### src/rnnd_pkg.sv
`timescale 1ns / 1ps
// ----------------------------------------------------------------------------
// rnnd_pkg
// Types and fixed constants of the RGB565 nearest-neighbor downscaler.
// ----------------------------------------------------------------------------
package rnnd_pkg;

  localparam int CFG_W   = 11;
  localparam int PIX_W   = 16;
  localparam int COLOR_W = 8;
  localparam int POS_W   = 10;
  localparam int IDX_W   = 2;

  localparam logic [CFG_W-1:0] DIM_RESET = 11'd96;

  typedef enum logic [IDX_W-1:0] {
    REG_SRC_WIDTH  = 2'd0,
    REG_SRC_HEIGHT = 2'd1,
    REG_OUT_WIDTH  = 2'd2,
    REG_OUT_HEIGHT = 2'd3
  } cfg_reg_t;

  typedef struct packed {
    logic [COLOR_W-1:0] red;
    logic [COLOR_W-1:0] green;
    logic [COLOR_W-1:0] blue;
    logic [POS_W-1:0]   out_col;
    logic [POS_W-1:0]   out_row;
    logic               frame_last;
  } result_t;

endpackage

### src/rnnd_ifs.sv
`timescale 1ns / 1ps
// ----------------------------------------------------------------------------
// rnnd_in_if / rnnd_out_if
// Valid/ready channels for source pixels and for emitted output pixels.
// ----------------------------------------------------------------------------
interface rnnd_in_if;
  logic                         valid;
  logic                         ready;
  logic [rnnd_pkg::PIX_W-1:0]   pixel565;
  logic                         frame_start;

  modport source (output valid, output pixel565, output frame_start, input ready);
  modport sink (input valid, input pixel565, input frame_start, output ready);
endinterface

interface rnnd_out_if;
  logic                         valid;
  logic                         ready;
  logic [rnnd_pkg::COLOR_W-1:0] red;
  logic [rnnd_pkg::COLOR_W-1:0] green;
  logic [rnnd_pkg::COLOR_W-1:0] blue;
  logic [rnnd_pkg::POS_W-1:0]   out_col;
  logic [rnnd_pkg::POS_W-1:0]   out_row;
  logic                         frame_last;

  modport source (output valid, output red, output green, output blue, output out_col,
                  output out_row, output frame_last, input ready);
  modport sink (input valid, input red, input green, input blue, input out_col,
                input out_row, input frame_last, output ready);
endinterface

### src/rgb565_nearest_neighbor_downscale.sv
`timescale 1ns / 1ps
// ----------------------------------------------------------------------------
// rgb565_nearest_neighbor_downscale
// Streaming RGB565 nearest-neighbor downscaler with 8-bit color output.
// ----------------------------------------------------------------------------
// The block takes one RGB565 pixel per clock in raster order and passes on
// only the pixels picked for the output grid, widened to 8-bit color, with
// their output column and row. A pixel is registered on acceptance and judged
// in the next cycle by one pass of adds and compares against the position
// sums; a picked pixel then moves into the output register. The sustained
// rate is one pixel per clock; the input side stalls only while a result
// waits in the output register and the sink holds ready low. Size writes
// reach the datapath through the size registers and then the clamped-size
// registers.
module rgb565_nearest_neighbor_downscale #(
  parameter int MAX_DIM = 1024
) (
  input  logic                       clk,
  input  logic                       rst_n,
  rnnd_in_if.sink                    in_ch,
  rnnd_out_if.source                 out_ch,
  input  logic                       cfg_we,
  input  logic [rnnd_pkg::IDX_W-1:0] cfg_index,
  input  logic [rnnd_pkg::CFG_W-1:0] cfg_data
);

  localparam int DIM_W = $clog2(MAX_DIM+1);

  logic [DIM_W-1:0] src_w, src_h, out_w, out_h;

  logic                       in_valid_r;
  logic [rnnd_pkg::PIX_W-1:0] pixel_r;
  logic                       frame_start_r;
  logic                       in_accept, advance, emit;

  rnnd_pkg::result_t result, result_r;
  logic              out_valid_r, out_valid_nxt;

  rnnd_cfg #(.MAX_DIM(MAX_DIM)) u_cfg (
    .clk       (clk),
    .rst_n     (rst_n),
    .cfg_we    (cfg_we),
    .cfg_index (cfg_index),
    .cfg_data  (cfg_data),
    .src_w     (src_w),
    .src_h     (src_h),
    .out_w     (out_w),
    .out_h     (out_h)
  );

  // The held request moves on whenever the result register is free or being read.
  assign advance     = in_valid_r && (!out_valid_r || out_ch.ready);
  assign in_ch.ready = !in_valid_r || advance;
  assign in_accept   = in_ch.valid && in_ch.ready;

  always_ff @(posedge clk) begin
    if (!rst_n) begin
      in_valid_r <= 1'b0;
    end else if (in_accept) begin
      in_valid_r <= 1'b1;
    end else if (advance) begin
      in_valid_r <= 1'b0;
    end
  end

  always_ff @(posedge clk) begin
    if (in_accept) begin
      pixel_r       <= in_ch.pixel565;
      frame_start_r <= in_ch.frame_start;
    end
  end

  rnnd_core #(.MAX_DIM(MAX_DIM)) u_core (
    .clk         (clk),
    .rst_n       (rst_n),
    .step        (advance),
    .pixel565    (pixel_r),
    .frame_start (frame_start_r),
    .src_w       (src_w),
    .src_h       (src_h),
    .out_w       (out_w),
    .out_h       (out_h),
    .emit        (emit),
    .result      (result)
  );

  always_comb begin
    out_valid_nxt = out_valid_r;
    if (advance) begin
      out_valid_nxt = emit;
    end else if (out_ch.ready) begin
      out_valid_nxt = 1'b0;
    end
  end

  always_ff @(posedge clk) begin
    if (!rst_n) begin
      out_valid_r <= 1'b0;
    end else begin
      out_valid_r <= out_valid_nxt;
    end
  end

  always_ff @(posedge clk) begin
    if (advance && emit) begin
      result_r <= result;
    end
  end

  assign out_ch.valid      = out_valid_r;
  assign out_ch.red        = result_r.red;
  assign out_ch.green      = result_r.green;
  assign out_ch.blue       = result_r.blue;
  assign out_ch.out_col    = result_r.out_col;
  assign out_ch.out_row    = result_r.out_row;
  assign out_ch.frame_last = result_r.frame_last;

endmodule

### src/rnnd_cfg.sv
`timescale 1ns / 1ps
// ----------------------------------------------------------------------------
// rnnd_cfg
// Size registers and the registered, clamped sizes used by the datapath.
// ----------------------------------------------------------------------------
module rnnd_cfg #(
  parameter int MAX_DIM = 1024
) (
  input  logic                           clk,
  input  logic                           rst_n,
  input  logic                           cfg_we,
  input  logic [rnnd_pkg::IDX_W-1:0]     cfg_index,
  input  logic [rnnd_pkg::CFG_W-1:0]     cfg_data,
  output logic [$clog2(MAX_DIM+1)-1:0]   src_w,
  output logic [$clog2(MAX_DIM+1)-1:0]   src_h,
  output logic [$clog2(MAX_DIM+1)-1:0]   out_w,
  output logic [$clog2(MAX_DIM+1)-1:0]   out_h
);

  localparam int DIM_W = $clog2(MAX_DIM+1);
  localparam int CMP_W = (DIM_W > rnnd_pkg::CFG_W) ? DIM_W : rnnd_pkg::CFG_W;

  logic [rnnd_pkg::CFG_W-1:0] src_width_r, src_height_r, out_width_r, out_height_r;
  logic [DIM_W-1:0] sw_nxt, sh_nxt, ow_nxt, oh_nxt;
  logic [DIM_W-1:0] src_w_r, src_h_r, out_w_r, out_h_r;

  // Zero reads as one; anything above the limit saturates to the limit.
  function automatic logic [DIM_W-1:0] clamp_dim(input logic [CMP_W-1:0] v,
                                                 input logic [CMP_W-1:0] hi);
    logic [CMP_W-1:0] r;
    r = v;
    if (v == '0) begin
      r = CMP_W'(1);
    end else if (v > hi) begin
      r = hi;
    end
    return DIM_W'(r);
  endfunction

  always_ff @(posedge clk) begin
    if (!rst_n) begin
      src_width_r  <= rnnd_pkg::DIM_RESET;
      src_height_r <= rnnd_pkg::DIM_RESET;
      out_width_r  <= rnnd_pkg::DIM_RESET;
      out_height_r <= rnnd_pkg::DIM_RESET;
    end else if (cfg_we) begin
      unique case (rnnd_pkg::cfg_reg_t'(cfg_index))
        rnnd_pkg::REG_SRC_WIDTH:  src_width_r  <= cfg_data;
        rnnd_pkg::REG_SRC_HEIGHT: src_height_r <= cfg_data;
        rnnd_pkg::REG_OUT_WIDTH:  out_width_r  <= cfg_data;
        rnnd_pkg::REG_OUT_HEIGHT: out_height_r <= cfg_data;
        default: ;
      endcase
    end
  end

  always_comb begin
    sw_nxt = clamp_dim(CMP_W'(src_width_r), CMP_W'(MAX_DIM));
    sh_nxt = clamp_dim(CMP_W'(src_height_r), CMP_W'(MAX_DIM));
    ow_nxt = clamp_dim(CMP_W'(out_width_r), CMP_W'(sw_nxt));
    oh_nxt = clamp_dim(CMP_W'(out_height_r), CMP_W'(sh_nxt));
  end

  // The datapath sees the clamped sizes in these registers, after the size registers.
  always_ff @(posedge clk) begin
    if (!rst_n) begin
      src_w_r <= DIM_W'(1);
      src_h_r <= DIM_W'(1);
      out_w_r <= DIM_W'(1);
      out_h_r <= DIM_W'(1);
    end else begin
      src_w_r <= sw_nxt;
      src_h_r <= sh_nxt;
      out_w_r <= ow_nxt;
      out_h_r <= oh_nxt;
    end
  end

  assign src_w = src_w_r;
  assign src_h = src_h_r;
  assign out_w = out_w_r;
  assign out_h = out_h_r;

endmodule

### src/rnnd_core.sv
`timescale 1ns / 1ps
// ----------------------------------------------------------------------------
// rnnd_core
// Position counters, running sums and the nearest-neighbor pick test.
// ----------------------------------------------------------------------------
module rnnd_core #(
  parameter int MAX_DIM = 1024
) (
  input  logic                           clk,
  input  logic                           rst_n,
  input  logic                           step,
  input  logic [rnnd_pkg::PIX_W-1:0]     pixel565,
  input  logic                           frame_start,
  input  logic [$clog2(MAX_DIM+1)-1:0]   src_w,
  input  logic [$clog2(MAX_DIM+1)-1:0]   src_h,
  input  logic [$clog2(MAX_DIM+1)-1:0]   out_w,
  input  logic [$clog2(MAX_DIM+1)-1:0]   out_h,
  output logic                           emit,
  output rnnd_pkg::result_t              result
);

  localparam int DIM_W  = $clog2(MAX_DIM+1);
  localparam int SUM_W  = $clog2(MAX_DIM*MAX_DIM+1);
  localparam int SUMX_W = SUM_W + 1;

  logic [DIM_W-1:0] src_col_r, src_row_r, next_out_col_r, next_out_row_r;
  logic [SUM_W-1:0] col_target_sum_r, row_target_sum_r, col_source_sum_r, row_source_sum_r;
  logic [DIM_W-1:0] src_col_nxt, src_row_nxt, next_out_col_nxt, next_out_row_nxt;
  logic [SUM_W-1:0] col_target_sum_nxt, row_target_sum_nxt;
  logic [SUM_W-1:0] col_source_sum_nxt, row_source_sum_nxt;

  logic [DIM_W-1:0] cur_sc, cur_sr, cur_noc, cur_nor;
  logic [SUM_W-1:0] cur_cts, cur_rts, cur_css, cur_rss;
  logic [DIM_W-1:0] sc_inc;
  logic             active, row_hit, col_hit;

  // A frame start clears the counters before its own pixel is judged.
  always_comb begin
    cur_sc  = frame_start ? '0 : src_col_r;
    cur_sr  = frame_start ? '0 : src_row_r;
    cur_noc = frame_start ? '0 : next_out_col_r;
    cur_nor = frame_start ? '0 : next_out_row_r;
    cur_cts = frame_start ? '0 : col_target_sum_r;
    cur_rts = frame_start ? '0 : row_target_sum_r;
    cur_css = frame_start ? '0 : col_source_sum_r;
    cur_rss = frame_start ? '0 : row_source_sum_r;
  end

  // Source c serves output k when c*out <= k*src < c*out + out.
  always_comb begin
    active  = cur_sr < src_h;
    row_hit = (cur_nor < out_h) && (cur_rss <= cur_rts) &&
              (SUMX_W'(cur_rts) < (SUMX_W'(cur_rss) + SUMX_W'(out_h)));
    col_hit = (cur_noc < out_w) && (cur_css <= cur_cts) &&
              (SUMX_W'(cur_cts) < (SUMX_W'(cur_css) + SUMX_W'(out_w)));
    emit    = active && row_hit && col_hit;
    sc_inc  = cur_sc + DIM_W'(1);
  end

  always_comb begin
    src_col_nxt        = cur_sc;
    src_row_nxt        = cur_sr;
    next_out_col_nxt   = cur_noc;
    next_out_row_nxt   = cur_nor;
    col_target_sum_nxt = cur_cts;
    row_target_sum_nxt = cur_rts;
    col_source_sum_nxt = cur_css;
    row_source_sum_nxt = cur_rss;
    if (active) begin
      if (emit) begin
        next_out_col_nxt   = cur_noc + DIM_W'(1);
        col_target_sum_nxt = cur_cts + SUM_W'(src_w);
      end
      src_col_nxt        = sc_inc;
      col_source_sum_nxt = cur_css + SUM_W'(out_w);
      if (sc_inc >= src_w) begin
        src_col_nxt        = '0;
        col_source_sum_nxt = '0;
        next_out_col_nxt   = '0;
        col_target_sum_nxt = '0;
        if (row_hit) begin
          next_out_row_nxt   = cur_nor + DIM_W'(1);
          row_target_sum_nxt = cur_rts + SUM_W'(src_h);
        end
        src_row_nxt        = cur_sr + DIM_W'(1);
        row_source_sum_nxt = cur_rss + SUM_W'(out_h);
      end
    end
  end

  always_ff @(posedge clk) begin
    if (!rst_n) begin
      src_col_r        <= '0;
      src_row_r        <= '0;
      next_out_col_r   <= '0;
      next_out_row_r   <= '0;
      col_target_sum_r <= '0;
      row_target_sum_r <= '0;
      col_source_sum_r <= '0;
      row_source_sum_r <= '0;
    end else if (step) begin
      src_col_r        <= src_col_nxt;
      src_row_r        <= src_row_nxt;
      next_out_col_r   <= next_out_col_nxt;
      next_out_row_r   <= next_out_row_nxt;
      col_target_sum_r <= col_target_sum_nxt;
      row_target_sum_r <= row_target_sum_nxt;
      col_source_sum_r <= col_source_sum_nxt;
      row_source_sum_r <= row_source_sum_nxt;
    end
  end

  always_comb begin
    result.red        = {pixel565[15:11], 3'b000};
    result.green      = {pixel565[10:5], 2'b00};
    result.blue       = {pixel565[4:0], 3'b000};
    result.out_col    = rnnd_pkg::POS_W'(cur_noc);
    result.out_row    = rnnd_pkg::POS_W'(cur_nor);
    result.frame_last = (cur_noc == (out_w - DIM_W'(1))) &&
                        (cur_nor == (out_h - DIM_W'(1)));
  end

endmodule

### src/flat_wrapper.sv
// flat-port wrapper written by rule: the top's interface ports become plain ports
module rgb565_nearest_neighbor_downscale_flat 
#(
  parameter int MAX_DIM = 1024
)
  (clk, rst_n, cfg_we, cfg_index, cfg_data, in_ch_valid, in_ch_pixel565, in_ch_frame_start, in_ch_ready, out_ch_valid, out_ch_red, out_ch_green, out_ch_blue, out_ch_out_col, out_ch_out_row, out_ch_frame_last, out_ch_ready);
  rnnd_in_if in_ch_i ();
  rnnd_out_if out_ch_i ();
  input  logic clk;
  input  logic rst_n;
  input  logic cfg_we;
  input  logic [rnnd_pkg::IDX_W-1:0] cfg_index;
  input  logic [rnnd_pkg::CFG_W-1:0] cfg_data;
  input wire logic [$bits(in_ch_i.valid)-1:0] in_ch_valid;
  input wire logic [$bits(in_ch_i.pixel565)-1:0] in_ch_pixel565;
  input wire logic [$bits(in_ch_i.frame_start)-1:0] in_ch_frame_start;
  output wire logic [$bits(in_ch_i.ready)-1:0] in_ch_ready;
  output wire logic [$bits(out_ch_i.valid)-1:0] out_ch_valid;
  output wire logic [$bits(out_ch_i.red)-1:0] out_ch_red;
  output wire logic [$bits(out_ch_i.green)-1:0] out_ch_green;
  output wire logic [$bits(out_ch_i.blue)-1:0] out_ch_blue;
  output wire logic [$bits(out_ch_i.out_col)-1:0] out_ch_out_col;
  output wire logic [$bits(out_ch_i.out_row)-1:0] out_ch_out_row;
  output wire logic [$bits(out_ch_i.frame_last)-1:0] out_ch_frame_last;
  input wire logic [$bits(out_ch_i.ready)-1:0] out_ch_ready;
  assign in_ch_i.valid = in_ch_valid;
  assign in_ch_i.pixel565 = in_ch_pixel565;
  assign in_ch_i.frame_start = in_ch_frame_start;
  assign in_ch_ready = in_ch_i.ready;
  assign out_ch_valid = out_ch_i.valid;
  assign out_ch_red = out_ch_i.red;
  assign out_ch_green = out_ch_i.green;
  assign out_ch_blue = out_ch_i.blue;
  assign out_ch_out_col = out_ch_i.out_col;
  assign out_ch_out_row = out_ch_i.out_row;
  assign out_ch_frame_last = out_ch_i.frame_last;
  assign out_ch_i.ready = out_ch_ready;
  rgb565_nearest_neighbor_downscale #(.MAX_DIM(MAX_DIM)) u_core (.clk(clk), .rst_n(rst_n), .in_ch(in_ch_i), .out_ch(out_ch_i), .cfg_we(cfg_we), .cfg_index(cfg_index), .cfg_data(cfg_data));
endmodule
### config.mk
export PLATFORM = sky130hd
export DESIGN_NAME = rgb565_nearest_neighbor_downscale_flat
export DESIGN_NICKNAME = d
export VERILOG_FILES = /design/src/rnnd_pkg.sv /design/src/rnnd_ifs.sv /design/src/rgb565_nearest_neighbor_downscale.sv /design/src/rnnd_cfg.sv /design/src/rnnd_core.sv /design/src/flat_wrapper.sv
export SDC_FILE = /design/constraint.sdc
export NUM_CORES = 1
export LEC_CHECK = 0
export ABC_AREA = 0
export BUFFER_PORTS_ARGS = -buffer_cell sky130_fd_sc_hd__buf_4
export CORE_ASPECT_RATIO = 0.5
export CORE_UTILIZATION = 57
export DETAILED_ROUTE_END_ITERATION = 7
export HOLD_SLACK_MARGIN = 0.02
export PLACE_DENSITY = 0.78
export REMOVE_ABC_BUFFERS = 1
export SYNTH_ARGS = -nofsm -noshare
export SYNTH_HDL_FRONTEND = slang
export SYNTH_SLANG_ARGS = --single-unit
### constraint.sdc
create_clock -name clk -period 8.7 [get_ports clk]
set_clock_uncertainty 0.1 [all_clocks]
set_input_delay 1.74 -clock clk [delete_from_list [all_inputs] [get_ports clk]]
set_output_delay 1.74 -clock clk [all_outputs]
set_load 0.1 [all_outputs]
# After elaboration in Yosys (flattened, before gate mapping)
# Cells that the tools add are included.
[op_classes]
reduce_logical = 27
n_bitwise = 1
magnitude_cmp = 12
n_eq_ne = 5
n_addsub = 12
muxes = 38
[ops]
columns = ["cell", "count"]
rows = [
  ["$mux W21", 14],
  ["$mux W11", 20],
  ["$add A21 B11 Y21", 4],
  ["$add A11 B1 Y11 const B", 4],
  ["$add A21 B11 Y22", 2],
  ["$logic_not A11 Y1", 4],
  ["$lt A21 B22 Y1", 2],
  ["$le A21 B21 Y1", 2],
  ["$lt A11 B11 Y1", 3],
  ["$eq A11 B11 Y1", 2],
  ["$gt A11 B11 Y1", 2],
  ["$gt A11 B11 Y1 const B", 2],
  ["$sub A11 B1 Y11 const B", 2],
  ["$ge A11 B11 Y1", 1],
  ["$logic_and A1 B1 Y1", 10],
  ["$reduce_and A2 Y1", 4],
  ["$eq A2 B2 Y1 const B", 2],
  ["$mux W1", 4],
  ["$reduce_bool A2 Y1", 2],
  ["$reduce_or A2 Y1", 2],
  ["$eq A2 B1 Y1 const B", 1],
  ["$logic_not A1 Y1", 2],
  ["$logic_not A2 Y1", 1],
  ["$logic_or A1 B1 Y1", 2],
  ["$not A1 Y1", 1],
]
[word_totals]
regBits = 272

# Depth between registers and ports, before layout
[depth]
ltp_word = 9
ltp_mapped = 31

# By module
# From an unflattened synthesis, not the netlist that was laid out.
[unflattened]
cells_unflattened = 2185
area_unflattened_um2 = 18240.0
[modules_own_cells]
columns = ["module", "instances", "area_each_um2", "seq_area_each_um2", "cells_each"]
rows = [
  ["rnnd_core", 1, 12590.8, 2562.5, 1670],
  ["rnnd_cfg", 1, 3674.8, 1761.7, 440],
  ["rgb565_nearest_neighbor_downscale", 1, 1974.4, 1901.8, 75],
]

# Least setup slack after synthesis
# Ideal clock, no wire load.
[synth_path]
path_kind = "register -> register"
start = "reg u_core.frame_start_r"
end = "reg u_core.result_r (netlist bit u_core.out_ch.blue[3]), enable pin"
path_stages_with_launch = 30
setup_ps = 433
synth_period_minus_slack_ps = 8342
arrival_time_ps = 7809
slack_ps = 358
required_ps = 8167
cell_sequence = "edfxtp_1 > buf_6 > buf_4 > buf_2 > buf_2 > clkbuf_1 > clkbuf_1 > clkbuf_1 > clkbuf_1 > nor2b_1 > fa_1 > or2_2 > a2111oi_0 > o22ai_1 > a21oi_1 > a21oi_1 > a21oi_1 > nor2_1 > xor2_1 > nand2b_1 > ha_1 > a2111oi_0 > o21ai_0 > a2111oi_0 > o311a_1 > a211o_1 > and3_1 > nand3_2 > buf_2 > nor2_1"
[synth_between]
elab_chain_cells = 7
elab_cells_between_ends = 23
classes_between = "add/sub: 2; order compare: 7; mux: 7; reduce/logical: 7"
[synth_rtl]
columns = ["element", "line_no", "rtl"]
rows = [
  ["start: declaration", "rgb565_nearest_neighbor_downscale.sv:33", "logic frame_start_r;"],
  ["start signal: assignment", "rgb565_nearest_neighbor_downscale.sv:69", "frame_start_r <= in_ch.frame_start;"],
  ["$mux W21, or another cell as far along", "rnnd_core.sv:46", "cur_rss = frame_start ? '0 : row_source_sum_r;"],
  ["$add A21 B11 Y22, or another cell as far along", "rnnd_core.sv:53", "(SUMX_W'(cur_rts) < (SUMX_W'(cur_rss) + SUMX_W'(out_h)));"],
  ["$lt A21 B22 Y1 or $logic_and A1 B1 Y1 (tied branches)", "rnnd_core.sv:53, rnnd_core.sv:52", ""],
  ["$logic_and A1 B1 Y1", "rnnd_core.sv:52", "row_hit = (cur_nor < out_h) && (cur_rss <= cur_rts) &&"],
  ["$logic_and A1 B1 Y1", "rnnd_core.sv:56", "emit = active && row_hit && col_hit;"],
  ["$logic_and A1 B1 Y1 (*)", "rnnd_core.sv:56", ""],
  ["$logic_and A1 B1 Y1 (*)", "rgb565_nearest_neighbor_downscale.sv:105", "if (advance && emit) begin"],
  ["end signal: assignment", "rgb565_nearest_neighbor_downscale.sv:106", "result_r <= result;"],
  ["end: declaration", "rgb565_nearest_neighbor_downscale.sv:36", "rnnd_pkg::result_t result, result_r;"],
]
# Mark *: on every way between the ends. The rest lies on a longest branch, timed or not.
# A chain may end at the register's enable or synchronous reset.

# Worst setup path after layout
[layout_path]
start = "reg u_core.frame_start_r"
end = "reg u_core.result_r (netlist bit u_core.out_ch.green[7]), enable pin"
# Same word-level chain as after synthesis.

==> Flow_metrics.wiki <==
{| class="wikitable"
! Metric !! Value
|-
| Clock Latency Late Sink || 560 ps
|-
| Area Overhead vs Synth || 9.42%
|-
| Post-route insts no fill || 2655
|-
| Post-DR vias/cell || 5.91
|-
| Number of antenna violations at the first check in global routing || 0
|-
| Maximum capacitance violations || 0
|-
| Post-cts hold buffer count || 0
|-
| Run status || finished, final reports clean
|-
| DRC || 0
|-
| Final cell utilization of the core || 64.2%
|-
| Post-synthesis area per instance || 8.27 sq um
|-
| Wire length of the first global-routing pass || 75400 microns
|-
| Unrepaired setup endpoints after global routing || false
|-
| CTS tree || built
|-
| Cell count of the worst reg-to-reg path || 22
|-
| Category of the critical setup timing path || flop to flop
|-
| Instance count after placement with tap cells included || 2607
|-
| Iteration count of the initial detailed-routing pass || 8
|-
| Critical path required time || 8770 ps
|-
| Switching part of the total power || 30.8%
|-
| Share of cells above drive strength 1 || 8.24%
|-
| Height of the die || 128 microns
|-
| Floorplan die width || 254 microns
|-
| Routed vias || around 16000
|-
| Part of the total power dissipated in the clock network || 37.6%
|-
| Worst flop-to-flop path startpoint || u_core.frame_start_r
|-
| Arrival time at the worst endpoint || roughly 7200 ps
|-
| Number of register bits inferred by synthesis || around 270
|-
| Number of H-tree levels || 1
|-
| Sort of element at the start of the critical path || flop
|-
| Area enclosed by the die boundary || between 30000 and 40000 sq um
|-
| GRT overflow || 0
|-
| Power density cells || 158 nW/um^2
|-
| Final Critical Period || 7150 ps
|-
| Worst-path maximum fanout || 38
|-
| Largest net degree at the start of global routing || 91
|-
| GPL Wtd Cong || about 0.94
|-
| Final hold violation count || 0
|-
| NumNets Final || 2440
|-
| Number of cells produced by synthesis || 2182
|-
| Async set-or-reset flop fraction in the synthesized netlist || 0%
|-
| Ports placed on the boundary || 82
|-
| Floorplan row count || 45
|-
| Endpoint of the lowest-slack register-to-register path || u_core.out_ch.green[7]
|-
| Clock Root Buffer || sky130_fd_sc_hd__clkbuf_16
|-
| Number of global-route vias before repair || between 10000 and 15000
|-
| Part of the power in registers || 43.6%
|-
| Placed wire-length estimate after detailed placement || 34100 microns
|-
| Initial standard-cell utilization of the core || 58.7%
|-
| Number of post-CTS setup repair buffers || 0
|-
| Max-slew headroom || 21.7%
|-
| Count of flip-flops with a built-in enable after synthesis || 54
|-
| Most used flip-flop cell after synthesis || sky130_fd_sc_hd__dfxtp_1
|-
| Number of antenna diodes || 0
|-
| Number of synthesis warnings || 0
|-
| Critical path capture point type || flop
|-
| Sequential cell area fraction in the yosys report || 33.2%
|-
| Resize count post-CTS || 0
|-
| Cell variety after synth || 87
|-
| Combinational share of power || between 10% and 20%
|-
| Mapped Area || 18000 sq um
|-
| Number of buffers inserted during clock tree synthesis || 26
|-
| Origin of the worst min-delay path || u_core.pixel_r[1]
|-
| Total number of clock tree sinks || 272
|-
| Total Routing Usage GR || just under 30%
|-
| Number of design-rule violations left by the first detailed-router iteration || between 1500 and 2000
|-
| Fmax || around 0.14 GHz
|-
| Pleak || 8.02 nW
|-
| Most common cell after layout, fill and taps aside || sky130_fd_sc_hd__nand2_1
|-
| Peak supply drop || around 0.00013 V
|-
| Final Cycle Share || 82.1%
|-
| Routed wirelength normalized by instance count || 17.7 microns
|-
| Leading cell types in the layout, fill and taps excluded || sky130_fd_sc_hd__nand2_1 (262), sky130_fd_sc_hd__dfxtp_1 (218), sky130_fd_sc_hd__nor2_1 (191), sky130_fd_sc_hd__ha_1 (189), sky130_fd_sc_hd__inv_1 (145)
|-
| Standard cell core area || ~31000 sq um
|-
| Final routed wirelength across all metal layers || 46900 microns
|-
| Number of nets with antenna violations after detailed routing || 0
|-
| Final slew viol count || 0
|-
| Number of setup violations in the final report || 0
|-
| Final total power || 3.13 mW
|-
| Transition time of the tightest slew-check pin || 1170 ps
|-
| Largest buffer count on any clock path || 3
|-
| Hold path depth || 0
|-
| Hold Path End || u_core.out_ch.blue[4]
|-
| Slack of the worst reg-to-reg path || roughly 1600 ps
|-
| Quantity of I/O buffers inserted on ports || 73
|-
| Path type of the worst min-delay path || flop to flop
|-
| Clock-pin slew on the worst setup and hold paths || 70 ps
|-
| Net switching power of the design || 963 uW
|-
| Internal power contribution || 2.17 mW
|}
==> state kept, by name, summed over array words and instances, names as in the netlist, 16 cells and up <==
signal / cells
u_core.pixel_r: 16
u_core.u_core.col_target_sum_r: 21
u_core.u_core.row_source_sum_r: 21
u_core.u_core.row_target_sum_r: 21
u_core.u_core.col_source_sum_r: 21
==> cell families (layout without fill, tap and decap cells) <==
logic type / count (synthesis) / in the layout / synth area share (%)
AOI/OAI and AO/OA: 438 / 438 / 16.1
and+or+nand+nor: 879 / 879 / 23.8
other: 1 / 8 / 0.0208
adders and majority gates: 197 / 197 / 13.8
buffers and inverters: 245 / 288 / 5.47
DFF: 272 / 272 / 33.2
muxes: 36 / 36 / 2.14
xor gates and xnor gates: 114 / 114 / 5.53
==> power by group through the flow <==
stage | logic (mW) | clock network (mW) | registers, mW
6_report | 0.588 | 1.18 | 1.36
5_1_grt | 0.630 | 1.24 | 1.37
4_1_cts | 0.581 | 1.19 | 1.36
3_5_place_dp | 0.578 | 0 | 1.39
3_3_place_gp | 0.568 | 0 | 1.39
2_1_floorplan | 0.307 | 0 | 1.49
==> synthesized netlist by cell type (16+ instances only) <==
cell / number / area share (%)
sky130_fd_sc_hd__dfxtp_1: 218 / 24
sky130_fd_sc_hd__inv_1: 145 / 3.0
sky130_fd_sc_hd__mux2i_1: 16 / 0.89
sky130_fd_sc_hd__a21o_1: 23 / 0.96
sky130_fd_sc_hd__mux2_2: 20 / 1.2
sky130_fd_sc_hd__a211oi_1: 17 / 0.71
sky130_fd_sc_hd__nand3_1: 82 / 2.3
sky130_fd_sc_hd__o21a_1: 27 / 1.1
sky130_fd_sc_hd__nand2_1: 263 / 5.5
sky130_fd_sc_hd__nor2_1: 192 / 4.0
sky130_fd_sc_hd__xnor2_1: 89 / 4.3
sky130_fd_sc_hd__and3_1: 23 / 0.80
sky130_fd_sc_hd__or3_1: 16 / 0.55
sky130_fd_sc_hd__nor2b_1: 91 / 3.2
sky130_fd_sc_hd__xor2_1: 25 / 1.2
sky130_fd_sc_hd__a22oi_1: 17 / 0.71
sky130_fd_sc_hd__nor4_1: 25 / 0.87
sky130_fd_sc_hd__nor3_1: 42 / 1.2
sky130_fd_sc_hd__ha_1: 189 / 13
sky130_fd_sc_hd__nand4_1: 37 / 1.3
sky130_fd_sc_hd__nand2b_1: 49 / 1.7
sky130_fd_sc_hd__edfxtp_1: 54 / 9.0
sky130_fd_sc_hd__clkbuf_1: 69 / 1.4
sky130_fd_sc_hd__o21ai_0: 69 / 1.9
sky130_fd_sc_hd__a31oi_1: 27 / 0.94
sky130_fd_sc_hd__a21oi_1: 133 / 3.7
==> how the worst max path moves through the flow <==
stage,cells after the start,to,slack (ps),start
6_report,22,u_core.out_ch.green[7],1550,u_core.frame_start_r
5_1_grt,22,u_core.out_ch.green[7],1030,u_core.frame_start_r
4_1_cts,22,u_core.out_ch.green[7],1670,u_core.frame_start_r
3_5_place_dp,22,u_core.out_ch.green[7],1700,u_core.frame_start_r
3_3_place_gp,22,u_core.out_ch.green[7],1940,u_core.frame_start_r
2_1_floorplan,20,u_core.out_ch.blue[3],-550,u_core.frame_start_r
==> worst max-delay path: stages (launching register included) <==
cell,delay [ps]
sky130_fd_sc_hd__edfxtp_1,550
sky130_fd_sc_hd__nor2b_1,120
sky130_fd_sc_hd__ha_1,230
sky130_fd_sc_hd__fa_1,420
sky130_fd_sc_hd__or2_2,320
sky130_fd_sc_hd__a2111oi_0,490
sky130_fd_sc_hd__o22ai_1,200
sky130_fd_sc_hd__a21oi_1,230
sky130_fd_sc_hd__a21oi_1,160
sky130_fd_sc_hd__a21oi_1,290
sky130_fd_sc_hd__nor2_1,130
sky130_fd_sc_hd__xor2_1,140
sky130_fd_sc_hd__nand2b_1,70
sky130_fd_sc_hd__ha_1,190
sky130_fd_sc_hd__a2111oi_0,360
sky130_fd_sc_hd__o21ai_0,180
sky130_fd_sc_hd__a2111oi_0,410
sky130_fd_sc_hd__o311a_1,230
sky130_fd_sc_hd__a211o_1,110
sky130_fd_sc_hd__and3_1,140
sky130_fd_sc_hd__buf_4,210
sky130_fd_sc_hd__nand3_2,450
sky130_fd_sc_hd__nor2_4,1000
==> per-layer routing <==
layer | wire length, microns | GRT usage (%) | share of wire (%)
met5 | 0 | 0 | 0
met4 | 979 | 6.59 | 2.1
met3 | 3220 | 4.04 | 6.9
met2 | 20900 | 46.2 | 44
met1 | 21900 | 41.4 | 47
==> area by class of cell <==
| type | count | area, sq um |
|---|---|---|
| clock inverters | 16 | 160 |
| well taps | 423 | 529 |
| fillers | 2640 | 11000 |
| multi-input cells | 1672 | 11100 |
| clock buffers | 32 | 694 |
| inverters | 146 | 551 |
| flip-flops and latches | 272 | 5990 |
| repair buffers | 94 | 706 |
==> metrics by stage <==
step	hold WS [ps]	setup WS, ps	cell area (sq um)	TNS, ps
2_1_floorplan	300	-551	17600	-20770
3_3_place_gp	301	1940	18900	0
3_5_place_dp	305	1700	18900	0
4_1_cts	320	1670	19700	0
5_1_grt	324	1030	19700	0
6_report	319	1550	19700	0
(Power assumes the default switching activity.)
